### src/hdl/gcdfs_pkg.sv
// Shared types and constants of the graph connectivity checker.
package gcdfs_pkg;

  localparam int MaxVerticesDef = 64;

  localparam int FuncW   = 2;
  localparam int VtxW    = 6;
  localparam int NumVtxW = 7;
  localparam int CountW  = 7;

  typedef enum logic [FuncW-1:0] {
    FUNC_ADD   = 2'd0,
    FUNC_CHECK = 2'd1,
    FUNC_CLEAR = 2'd2
  } func_e;

  typedef enum logic [3:0] {
    S_CLEAR,
    S_IDLE,
    S_ADD_RD,
    S_ADD_WR,
    S_INIT,
    S_POP,
    S_ROW,
    S_MASK,
    S_PUSH
  } state_e;

  typedef struct packed {
    logic load_item;
    logic clr_wr;
    logic add_rd;
    logic add_wr;
    logic walk_init;
    logic pop;
    logic row_rd;
    logic mask;
    logic push;
    logic out_load;
  } cmd_t;

  typedef struct packed {
    logic clr_last;
    logic stack_empty;
    logic pend_empty;
    logic out_free;
  } status_t;

endpackage

### src/hdl/gcdfs_ctrl.sv
// Sequencer for clearing, neighbour insertion and the depth-first walk.
module gcdfs_ctrl (
  input  logic                         clk_i,
  input  logic                         rst_ni,
  input  logic                         in_valid_i,
  input  logic [gcdfs_pkg::FuncW-1:0]  func_i,
  output logic                         in_ready_o,
  input  gcdfs_pkg::status_t           status_i,
  output gcdfs_pkg::cmd_t              cmd_o
);
  import gcdfs_pkg::*;

  state_e state_q, state_d;

  always_ff @(posedge clk_i or negedge rst_ni) begin
    if (!rst_ni) begin
      state_q <= S_CLEAR;
    end else begin
      state_q <= state_d;
    end
  end

  always_comb begin
    state_d    = state_q;
    cmd_o      = '0;
    in_ready_o = 1'b0;
    case (state_q)
      S_CLEAR: begin
        cmd_o.clr_wr = 1'b1;
        if (status_i.clr_last) state_d = S_IDLE;
      end
      S_IDLE: begin
        in_ready_o = 1'b1;
        if (in_valid_i) begin
          cmd_o.load_item = 1'b1;
          case (func_e'(func_i))
            FUNC_ADD:   state_d = S_ADD_RD;
            FUNC_CHECK: state_d = S_INIT;
            FUNC_CLEAR: state_d = S_CLEAR;
            default:    state_d = S_IDLE;
          endcase
        end
      end
      S_ADD_RD: begin
        cmd_o.add_rd = 1'b1;
        state_d      = S_ADD_WR;
      end
      S_ADD_WR: begin
        cmd_o.add_wr = 1'b1;
        state_d      = S_IDLE;
      end
      S_INIT: begin
        cmd_o.walk_init = 1'b1;
        state_d         = S_POP;
      end
      S_POP: begin
        // An empty stack ends the walk once the result register can take the beat.
        if (status_i.stack_empty) begin
          if (status_i.out_free) begin
            cmd_o.out_load = 1'b1;
            state_d        = S_IDLE;
          end
        end else begin
          cmd_o.pop = 1'b1;
          state_d   = S_ROW;
        end
      end
      S_ROW: begin
        cmd_o.row_rd = 1'b1;
        state_d      = S_MASK;
      end
      S_MASK: begin
        cmd_o.mask = 1'b1;
        state_d    = S_PUSH;
      end
      S_PUSH: begin
        if (status_i.pend_empty) begin
          state_d = S_POP;
        end else begin
          cmd_o.push = 1'b1;
        end
      end
      default: begin
        state_d = S_IDLE;
      end
    endcase
  end

  a_load_free: assert property (@(posedge clk_i) disable iff (!rst_ni)
    cmd_o.out_load |-> status_i.out_free)
    else $error("result loaded while the result register is still held");

endmodule

### config.mk
export PLATFORM = sky130hd
export DESIGN_NAME = gcdfs_ctrl
export DESIGN_NICKNAME = d
export VERILOG_FILES = /design/src/hdl/gcdfs_pkg.sv /design/src/hdl/gcdfs_ctrl.sv
export SDC_FILE = /design/constraint.sdc
export NUM_CORES = 1
export LEC_CHECK = 0
export BUFFER_PORTS_ARGS = -buffer_cell sky130_fd_sc_hd__buf_2
export CAP_MARGIN = 20
export CORE_AREA = 4 4 41 43
export DETAILED_ROUTE_END_ITERATION = 12
export DIE_AREA = 0 0 45 47
export SYNTH_ARGS = -nofsm -noshare
export SYNTH_HDL_FRONTEND = slang
export SYNTH_SLANG_ARGS = --single-unit
export TNS_END_PERCENT = 10
### constraint.sdc
create_clock -name clk_i -period 3.3 [get_ports clk_i]
set_clock_uncertainty 0.05 [all_clocks]
set_input_delay 0.33 -clock clk_i [delete_from_list [all_inputs] [get_ports clk_i]]
set_output_delay 0.33 -clock clk_i [all_outputs]
set_load 0.02 [all_outputs]
==> impl_metrics.ini, run 1 <==
[die]
die_w_um = 45
die_h_um = 47
start_util_pct = 30.3
dieArea_um2 = 2120
io_pins = 20
rows = 13
coreArea_um2 = 1300

[yosys]
synth-compound-area-share_pct = 22.9
synthAdderAreaFrac_pct = 0
synth_flop_cell = dfrtp_1
yosysSeqAreaShare_pct = 25.4
avgSynthCellArea_um2 = 7.58
ys_async_sr_fraction_pct = 100
synth_top_family_by_area = simple AND/OR/NAND/NOR gates
synth_top_area_share_pct = 25.4
synthMuxAreaShare_pct = 2.54
synth_xor_area_share_pct = 2.22
synth_edf_count = 0
synth_most_common_cell = nor2_1
ys_types = 29
yosysWarningCount = 0
synthTopCellsByCount = nor2_1, a21oi_1, dfrtp_1, inv_1, nor3_1
postSynthCellCount = 52
synthTopCellsByArea = dfrtp_1, a21oi_1, nor2_1
syn-num-nets = 61
ys_ff_latch = 4
synthSimpleGateAreaFrac_pct = 36.5
synth_top_area_cell = dfrtp_1
netlist_area_um2 = 394

[sta]
slew_headroom_pct = 73.7
finalSetupViolations = 0
rsz0062_at_grt = no
hold_violations = 0
min_period_ns = 2.14
worst_pin_slew_ns = 0.395
setup-tns-final_ns = 0
final.setup.worst_slack_ns = 1.16
period_share_pct = 65.0
max_clock_freq_ghz = 0.466
slew_violations = 0

[placement]
placed_cells_incl_taps = 82
gp_congestion = 0.752
placed_area_um2 = 485
io_buffer_count = 19
post-place-ws_ns = 1.40
dp_hpwl_um = 778

[worst_setup_path]
crit_chain = inv_2, or4_4, inv_1, and2_1, buf_2
arrival_ns = 1.76
start_kind = flop
worst-path-buf-inv = 3
critPathTopFamily = simple AND/OR/NAND/NOR gates
endpoint_kind = output pin
cp_max_fo = 11
cp_slowest_cell = or4_4
required_ns = 2.92
setup.worst_path.class = flop to output pin
critPathMaxStageDelay_ns = 0.55

[grt]
grtUsageMet1_pct = 11.8
grt-ovfl-total = 0
grt_pass1_wl_mm = 1.67
grt_max_degree = 15
track_usage_pct = 10.6
grt_busiest_layer = met2
met2_usage_pct = 18.9
met3_usage_pct = 1.53
grt_pass1_vias = 427
antenna_found_initial = 0

[cts]
ctsRootBufferMaster = clkbuf_4
numCtsBuffers = 3
clockBufferDepth = 2
cts.sinks = 4
clk_latency_ns = 0.23
clk_pin_slew_ns = 0.04
cts_tree = built
cts_max_level = 1

[min_path]
hp-class = input port to flop

[routing]
dr.first_iter.drc_count = 3
wl_mm = 1.01
wl_per_cell_um = 11.7
vias = 443
drc = 0
viasPerCell = 5.15
first_pass_iters = 4
ant_nets = 0

[power]
p_per_area_nw_per_um2 = 911
leakage_nw = 0.263
ir_worst_vdd_v = 0.000385

[final_layout]
multi_input_area_um2 = 253
fin_area_um2 = 518
insertedDiodeCount = 0
final_layout_size_suffix_gt1_share_pct = 36.6
seqCellArea_um2 = 100
post-route-util_pct = 39.8
finalNonFillerCells = 86
layout.nets = 82
reg_top3 = state_q (4)
largest_reg_flops = 4
largest-register = state_q
nFillCells = 142
area_delta_synth_final_pct = 31.4

[run_status]
status = completed

[flow_run]
drv_cap = 0
## area by class of cell
class                   instances  area share [%]
inverters                       5            3.62
well taps                      15            3.62
repair buffers                 20            20.3
clock buffers                   3            4.35
multi-input cells              39            48.8
flip-flops and latches          4            19.3
## report_power, final
part / total (mW) / internal (mW) / switching [mW]
logic: 0.289 / 0.131 / 0.157
registers: 0.124 / 0.0678 / 0.0564
clock network: 0.0589 / 0.0406 / 0.0183
total: 0.472 / 0.240 / 0.232
## cell families after synthesis
kind of cell           after synthesis
AND/OR/NAND/NOR                     24
multiplexers                         1
buffers and inverters                9
flip-flops                           4
AO/OA/AOI/OAI                       13
XOR/XNOR                             1
## cell usage in the layout, fill, tap and decap left out, types with 2 or more instances in the layout
cell / count
dfrtp_1: 4
nor3_1: 4
clkbuf_4: 3
nand2_1: 2
nor2_1: 6
nor4_1: 2
nor3b_1: 2
inv_1: 4
a21oi_1: 5
buf_2: 19
## metal layers
| layer | share of wire (%) | vias to the layer above |
|---|---|---|
| met5 | 0 | - |
| met4 | 0 | 0 |
| met3 | 6.0 | 0 |
| met2 | 54 | 14 |
| met1 | 40 | 201 |
| li1 | - | 228 |
## timing repair
| item | CTS | global route |
|---|---|---|
| endpoints found under the hold margin | 4 | 0 |
| buffers inserted | 0 | 0 |
| hold buffers | 1 | 0 |
| gates resized for setup | 0 | 0 |
## stage by stage
step | power, mW | hold WS [ns]
final | 0.472 | 0.354
after global routing | 0.515 | 0.368
after CTS | 0.478 | 0.352
after detailed placement | 0.414 | 0.0856
after global placement | 0.420 | 0.0871
after floorplan | 0.351 | -0.0156
## path summary, 6_finish.rpt
| path | endpoint | cells after the start | start | slack [ns] |
|---|---|---|---|---|
| setup / recovery | cmd_o[9] | 5 | state_q[0] | 1.16 |
| hold / removal | state_q[2] | 2 | in_valid_i | 0.35 |
| setup reg to reg | state_q[0] | 4 | state_q[0] | 1.56 |
| hold reg to reg | state_q[0] | 2 | state_q[3] | 0.74 |
| max in group asynchronous | state_q[3] | 2 | rst_ni | 2.71 |
| min in group asynchronous | state_q[0] | 2 | rst_ni | 0.38 |
No activity file was read; power rests on OpenSTA's default activity.
==> run 2, diff against run 1 <==
==> constraint.sdc (replaced) <==
create_clock -name clk_i -period 2 [get_ports clk_i]
set_clock_uncertainty 0.05 [all_clocks]
set_input_delay 0.2 -clock clk_i [delete_from_list [all_inputs] [get_ports clk_i]]
set_output_delay 0.2 -clock clk_i [all_outputs]
set_load 0.02 [all_outputs]
==> impl_metrics.ini, run 2 (synthesized netlist as in run 1, its figures left out) <==
[run_status]
status = completed

[flow_run]
drv_cap = 0

[final_layout]
layout_common_cells = buf_2, nor2_1, a21oi_1
area_delta_synth_final_pct = 39.0
finalNonFillerCells = 90
fin_area_um2 = 548
largest_reg_flops = 4
final_layout_size_suffix_gt1_share_pct = 40.0
largest-register = state_q
mostFrequentLayoutCell = buf_2
reg_top3 = state_q (4)
insertedDiodeCount = 0
layout.nets = 86

[routing]
vias = 474
wl_mm = 1.13
drc = 0
dr.first_iter.drc_count = 6
viasPerCell = 5.27
first_pass_iters = 4
ant_nets = 0
wl_per_cell_um = 12.5

[grt]
grt_pass1_wl_mm = 1.84
track_usage_pct = 11.9
grt_max_degree = 12
grt-ovfl-total = 0
antenna_found_initial = 0
grt_pass1_vias = 417

[placement]
gp_congestion = 0.753
dp_hpwl_um = 861
placed_area_um2 = 515
io_buffer_count = 19
placed_cells_incl_taps = 86
post-place-ws_ns = 0.379

[worst_setup_path]
arrival_ns = 1.63
start_kind = flop
required_ns = 1.75
endpoint_kind = output pin
r2r-start = state_q[2]
cp-startpoint = state_q[2]
cp_max_fo = 11
setup.worst_path.class = flop to output pin

[sta]
period_share_pct = 94.0
slew_violations = 0
setup-tns-final_ns = 0
slew_headroom_pct = 75.9
final.setup.worst_slack_ns = 0.121
worst_pin_slew_ns = 0.361
finalSetupViolations = 0
max_clock_freq_ghz = 0.532
min_period_ns = 1.88
rsz0062_at_grt = no
hold_violations = 0

[die]
die_w_um = 45
coreArea_um2 = 1300
start_util_pct = 30.3
die_h_um = 47
io_pins = 20
dieArea_um2 = 2120
rows = 13

[cts]
cts.sinks = 4
clockBufferDepth = 2
cts_setup_buffers = 0
cts_tree = built
clk_pin_slew_ns = 0.04
ctsRootBufferMaster = clkbuf_4
cts_max_level = 1
clk_latency_ns = 0.23
numCtsBuffers = 3

[power]
switching_share_pct = 48.3
leakage_nw = 0.283
clkPwrFrac_pct = 11.7
pwr-share-comb_pct = 68.2
ir_worst_vdd_v = 0.000773
power.switching_uw = 405
pwr-share-seq_pct = 20.1
intPower_uw = 434
p_per_area_nw_per_um2 = 1530
power_uw = 838

[min_path]
hp-class = input port to flop
min_from = in_valid_i
run 2: critical path, stage by stage (launching register included):
cell and delay [ns]:
dfrtp_1 0.49, or4_4 0.56, inv_1 0.08, and2_1 0.12, buf_2 0.15
run 2: worst paths after layout:
kind,slack (ns),endpoint,cells past startpoint
min in group asynchronous,0.26,state_q[2],2
max,0.12,cmd_o[9],4
min,0.22,state_q[2],2
max in group asynchronous,1.53,state_q[3],2
min reg2reg,0.67,state_q[0],2
max reg2reg,0.38,state_q[0],3
run 2: metal layers:
metal,vias up,global-route usage [%],wire [um]
met3,0,2.30,48
met1,225,16.3,501
met4,0,7.02,0
li1,237,-,-
met2,12,17.2,577
met5,-,0,0
run 2: final cells by class:
type | count | area (um^2)
inverters | 5 | 18.8
clock buffers | 3 | 22.5
fillers | 150 | 753
flip-flops and latches | 4 | 100
multi-input cells | 39 | 253
repair buffers | 24 | 135
well taps | 15 | 18.8
run 2: repair_timing:
item / CTS / global route
resized for setup: 0 / 0
hold endpoints to repair: 4 / 0
hold buffers: 1 / 0
run 2: power by group through the flow:
| stage | combinational (mW) | sequential [mW] | clock, mW |
|---|---|---|---|
| 3_5_place_dp | 0.574 | 0.167 | 0 |
| 3_3_place_gp | 0.570 | 0.167 | 0 |
| 6_report | 0.572 | 0.168 | 0.0983 |
| 5_1_grt | 0.627 | 0.176 | 0.111 |
| 2_1_floorplan | 0.449 | 0.130 | 0 |
| 4_1_cts | 0.576 | 0.165 | 0.104 |
run 2: per-stage QoR:
| step | hold WS, ns | util, % |
|---|---|---|
| final | 0.221 | 42.1 |
| after global routing | 0.244 | 42.1 |
| after CTS | 0.217 | 42.1 |
| after detailed placement | -0.0425 | 39.6 |
| after global placement | -0.0444 | 39.6 |
| after floorplan | -0.146 | - |
==> run 3, diff against run 2 <==
--- a/config.mk
+++ b/config.mk
@@ -7,9 +7,11 @@
 export LEC_CHECK = 0
 export BUFFER_PORTS_ARGS = -buffer_cell sky130_fd_sc_hd__buf_2
 export CAP_MARGIN = 20
-export CORE_AREA = 4 4 41 43
+export CORE_AREA = 2 2 39 41
 export DETAILED_ROUTE_END_ITERATION = 12
-export DIE_AREA = 0 0 45 47
+export DIE_AREA = 0 0 41 43
+export PLACE_DENSITY_LB_ADDON = 0.05
+export RECOVER_POWER = 50
 export SYNTH_ARGS = -nofsm -noshare
 export SYNTH_HDL_FRONTEND = slang
 export SYNTH_SLANG_ARGS = --single-unit
==> impl_metrics.ini, run 3 (synthesized netlist as in run 1, its figures left out) <==
[worst_setup_path]
r2r-start = state_q[1]
critPathMaxStageDelay_ns = 0.58
worstSetupEndpoint = cmd_o[9]
setup.worst_path.class = flop to output pin
r2r_cells = 3
cp-startpoint = state_q[1]
worstReg2RegEnd = state_q[0]
rrSetupSlack_ns = 0.41
cp_slowest_cell = or4_4
required_ns = 1.75
arrival_ns = 1.61
endpoint_kind = output pin
start_kind = flop
crit_chain = or4_4, inv_1, and2_1, buf_2
cp_max_fo = 11

[grt]
grt_pass1_vias = 456
grt_pass1_wl_mm = 1.90
grt_max_degree = 12
antenna_found_initial = 0
grt-ovfl-total = 0
track_usage_pct = 16.1

[placement]
dp_hpwl_um = 854
placed_area_um2 = 532
gp_congestion = 0.772
post-place-ws_ns = 0.348
io_buffer_count = 19

[die]
coreArea_um2 = 1380
start_util_pct = 28.5
rows = 14
die_w_um = 41
io_pins = 20
dieArea_um2 = 1760
die_h_um = 43

[sta]
period_share_pct = 93.0
final.setup.worst_slack_ns = 0.139
hold_violations = 0
hold_slack_ns = 0.219
setup-tns-final_ns = 0
rsz0062_at_grt = no
slew_violations = 0
min_period_ns = 1.86
slew_headroom_pct = 77.8
worst_pin_slew_ns = 0.330
max_clock_freq_ghz = 0.537
finalSetupViolations = 0

[power]
ir_worst_vdd_v = 0.000578
leakage_nw = 0.277
p_per_area_nw_per_um2 = 1500

[final_layout]
area_delta_synth_final_pct = 41.6
nFillCells = 157
mostFrequentLayoutCell = buf_2
insertedDiodeCount = 0
layout.nets = 88
largest_reg_flops = 4
largest-register = state_q
layout_common_cells = buf_2, nor2_1, a21oi_1, buf_4
final_layout_size_suffix_gt1_share_pct = 37.7
post-route-util_pct = 40.3
fin_area_um2 = 558
reg_top3 = state_q (4)

[cts]
cts_max_level = 1
cts.sinks = 4
clk_latency_ns = 0.23
clockBufferDepth = 2
cts_tree = built
ctsRootBufferMaster = clkbuf_4
clk_pin_slew_ns = 0.04
numCtsBuffers = 3

[routing]
drc = 0
dr.first_iter.drc_count = 5
first_pass_iters = 4
viasPerCell = 4.95
vias = 460
ant_nets = 0
wl_per_cell_um = 11.8
wl_mm = 1.10

[min_path]
min_delay_path_depth = 2
hp-class = input port to flop

[run_status]
status = completed

[flow_run]
drv_cap = 0
## run 3: changes by cell type in the layout (fill, tap and decap cells not counted)
cell	delta
clkbuf_1	+4
dfrtp_1	-1
dfrtp_2	+1
buf_4	+1
buf_2	-3
## run 3: how the worst min path moves through the flow
stage / to / start / slack, ns
final: state_q[2] / in_valid_i / 0.22
after global routing: state_q[2] / in_valid_i / 0.22
after CTS: state_q[2] / in_valid_i / 0.21
after detailed placement: state_q[1] / rst_ni / -0.04
after global placement: state_q[1] / rst_ni / -0.04
after floorplan: state_q[0] / rst_ni / -0.15
## run 3: worst max-delay path: cells and delay by family, from the launching register on
| family | cells | cell delay (ns) |
|---|---|---|
| and+or+nand+nor | 2 | 0.69 |
| DFF | 1 | 0.46 |
| buffers and inverters | 2 | 0.23 |
## run 3: timing repair
item                       in CTS  in global routing
resized for setup               0                  1
setup endpoints to repair       0                  2
hold endpoints to repair        4                  0
hold buffers                    1                  0
buffers inserted                0                  0
## run 3: routing by layer
layer / track usage, % / routed length, um / part of all wire (%) / up-vias
li1: - / - / - / 241
met1: 20.9 / 498 / 45 / 206
met2: 23.1 / 547 / 50 / 13
met3: 3.14 / 50 / 4.6 / 0
met4: 10.7 / 0 / 0 / 0
met5: 0 / 0 / 0 / -
## run 3: where the power goes
group / switching [mW] / internal (mW)
clock: 0.0300 / 0.0669
combinational: 0.320 / 0.257
sequential: 0.0496 / 0.115
total: 0.399 / 0.439
## run 3: area by class of cell
type                       instances  area, um^2  area share [%]
tap                               16        20.0            3.59
timing repair buffer              26         143            25.6
multi-input combinational         39         253            45.3
inverter                           5        18.8            3.36
sequential                         4         101            18.2
clock buffer                       3        22.5            4.04
## run 3: metrics by stage
| step | power (mW) | std cells |
|---|---|---|
| after floorplan | 0.579 | 52 |
| after global placement | 0.760 | 89 |
| after detailed placement | 0.751 | 89 |
| after CTS | 0.857 | 93 |
| after global routing | 0.929 | 93 |
| final | 0.838 | 93 |
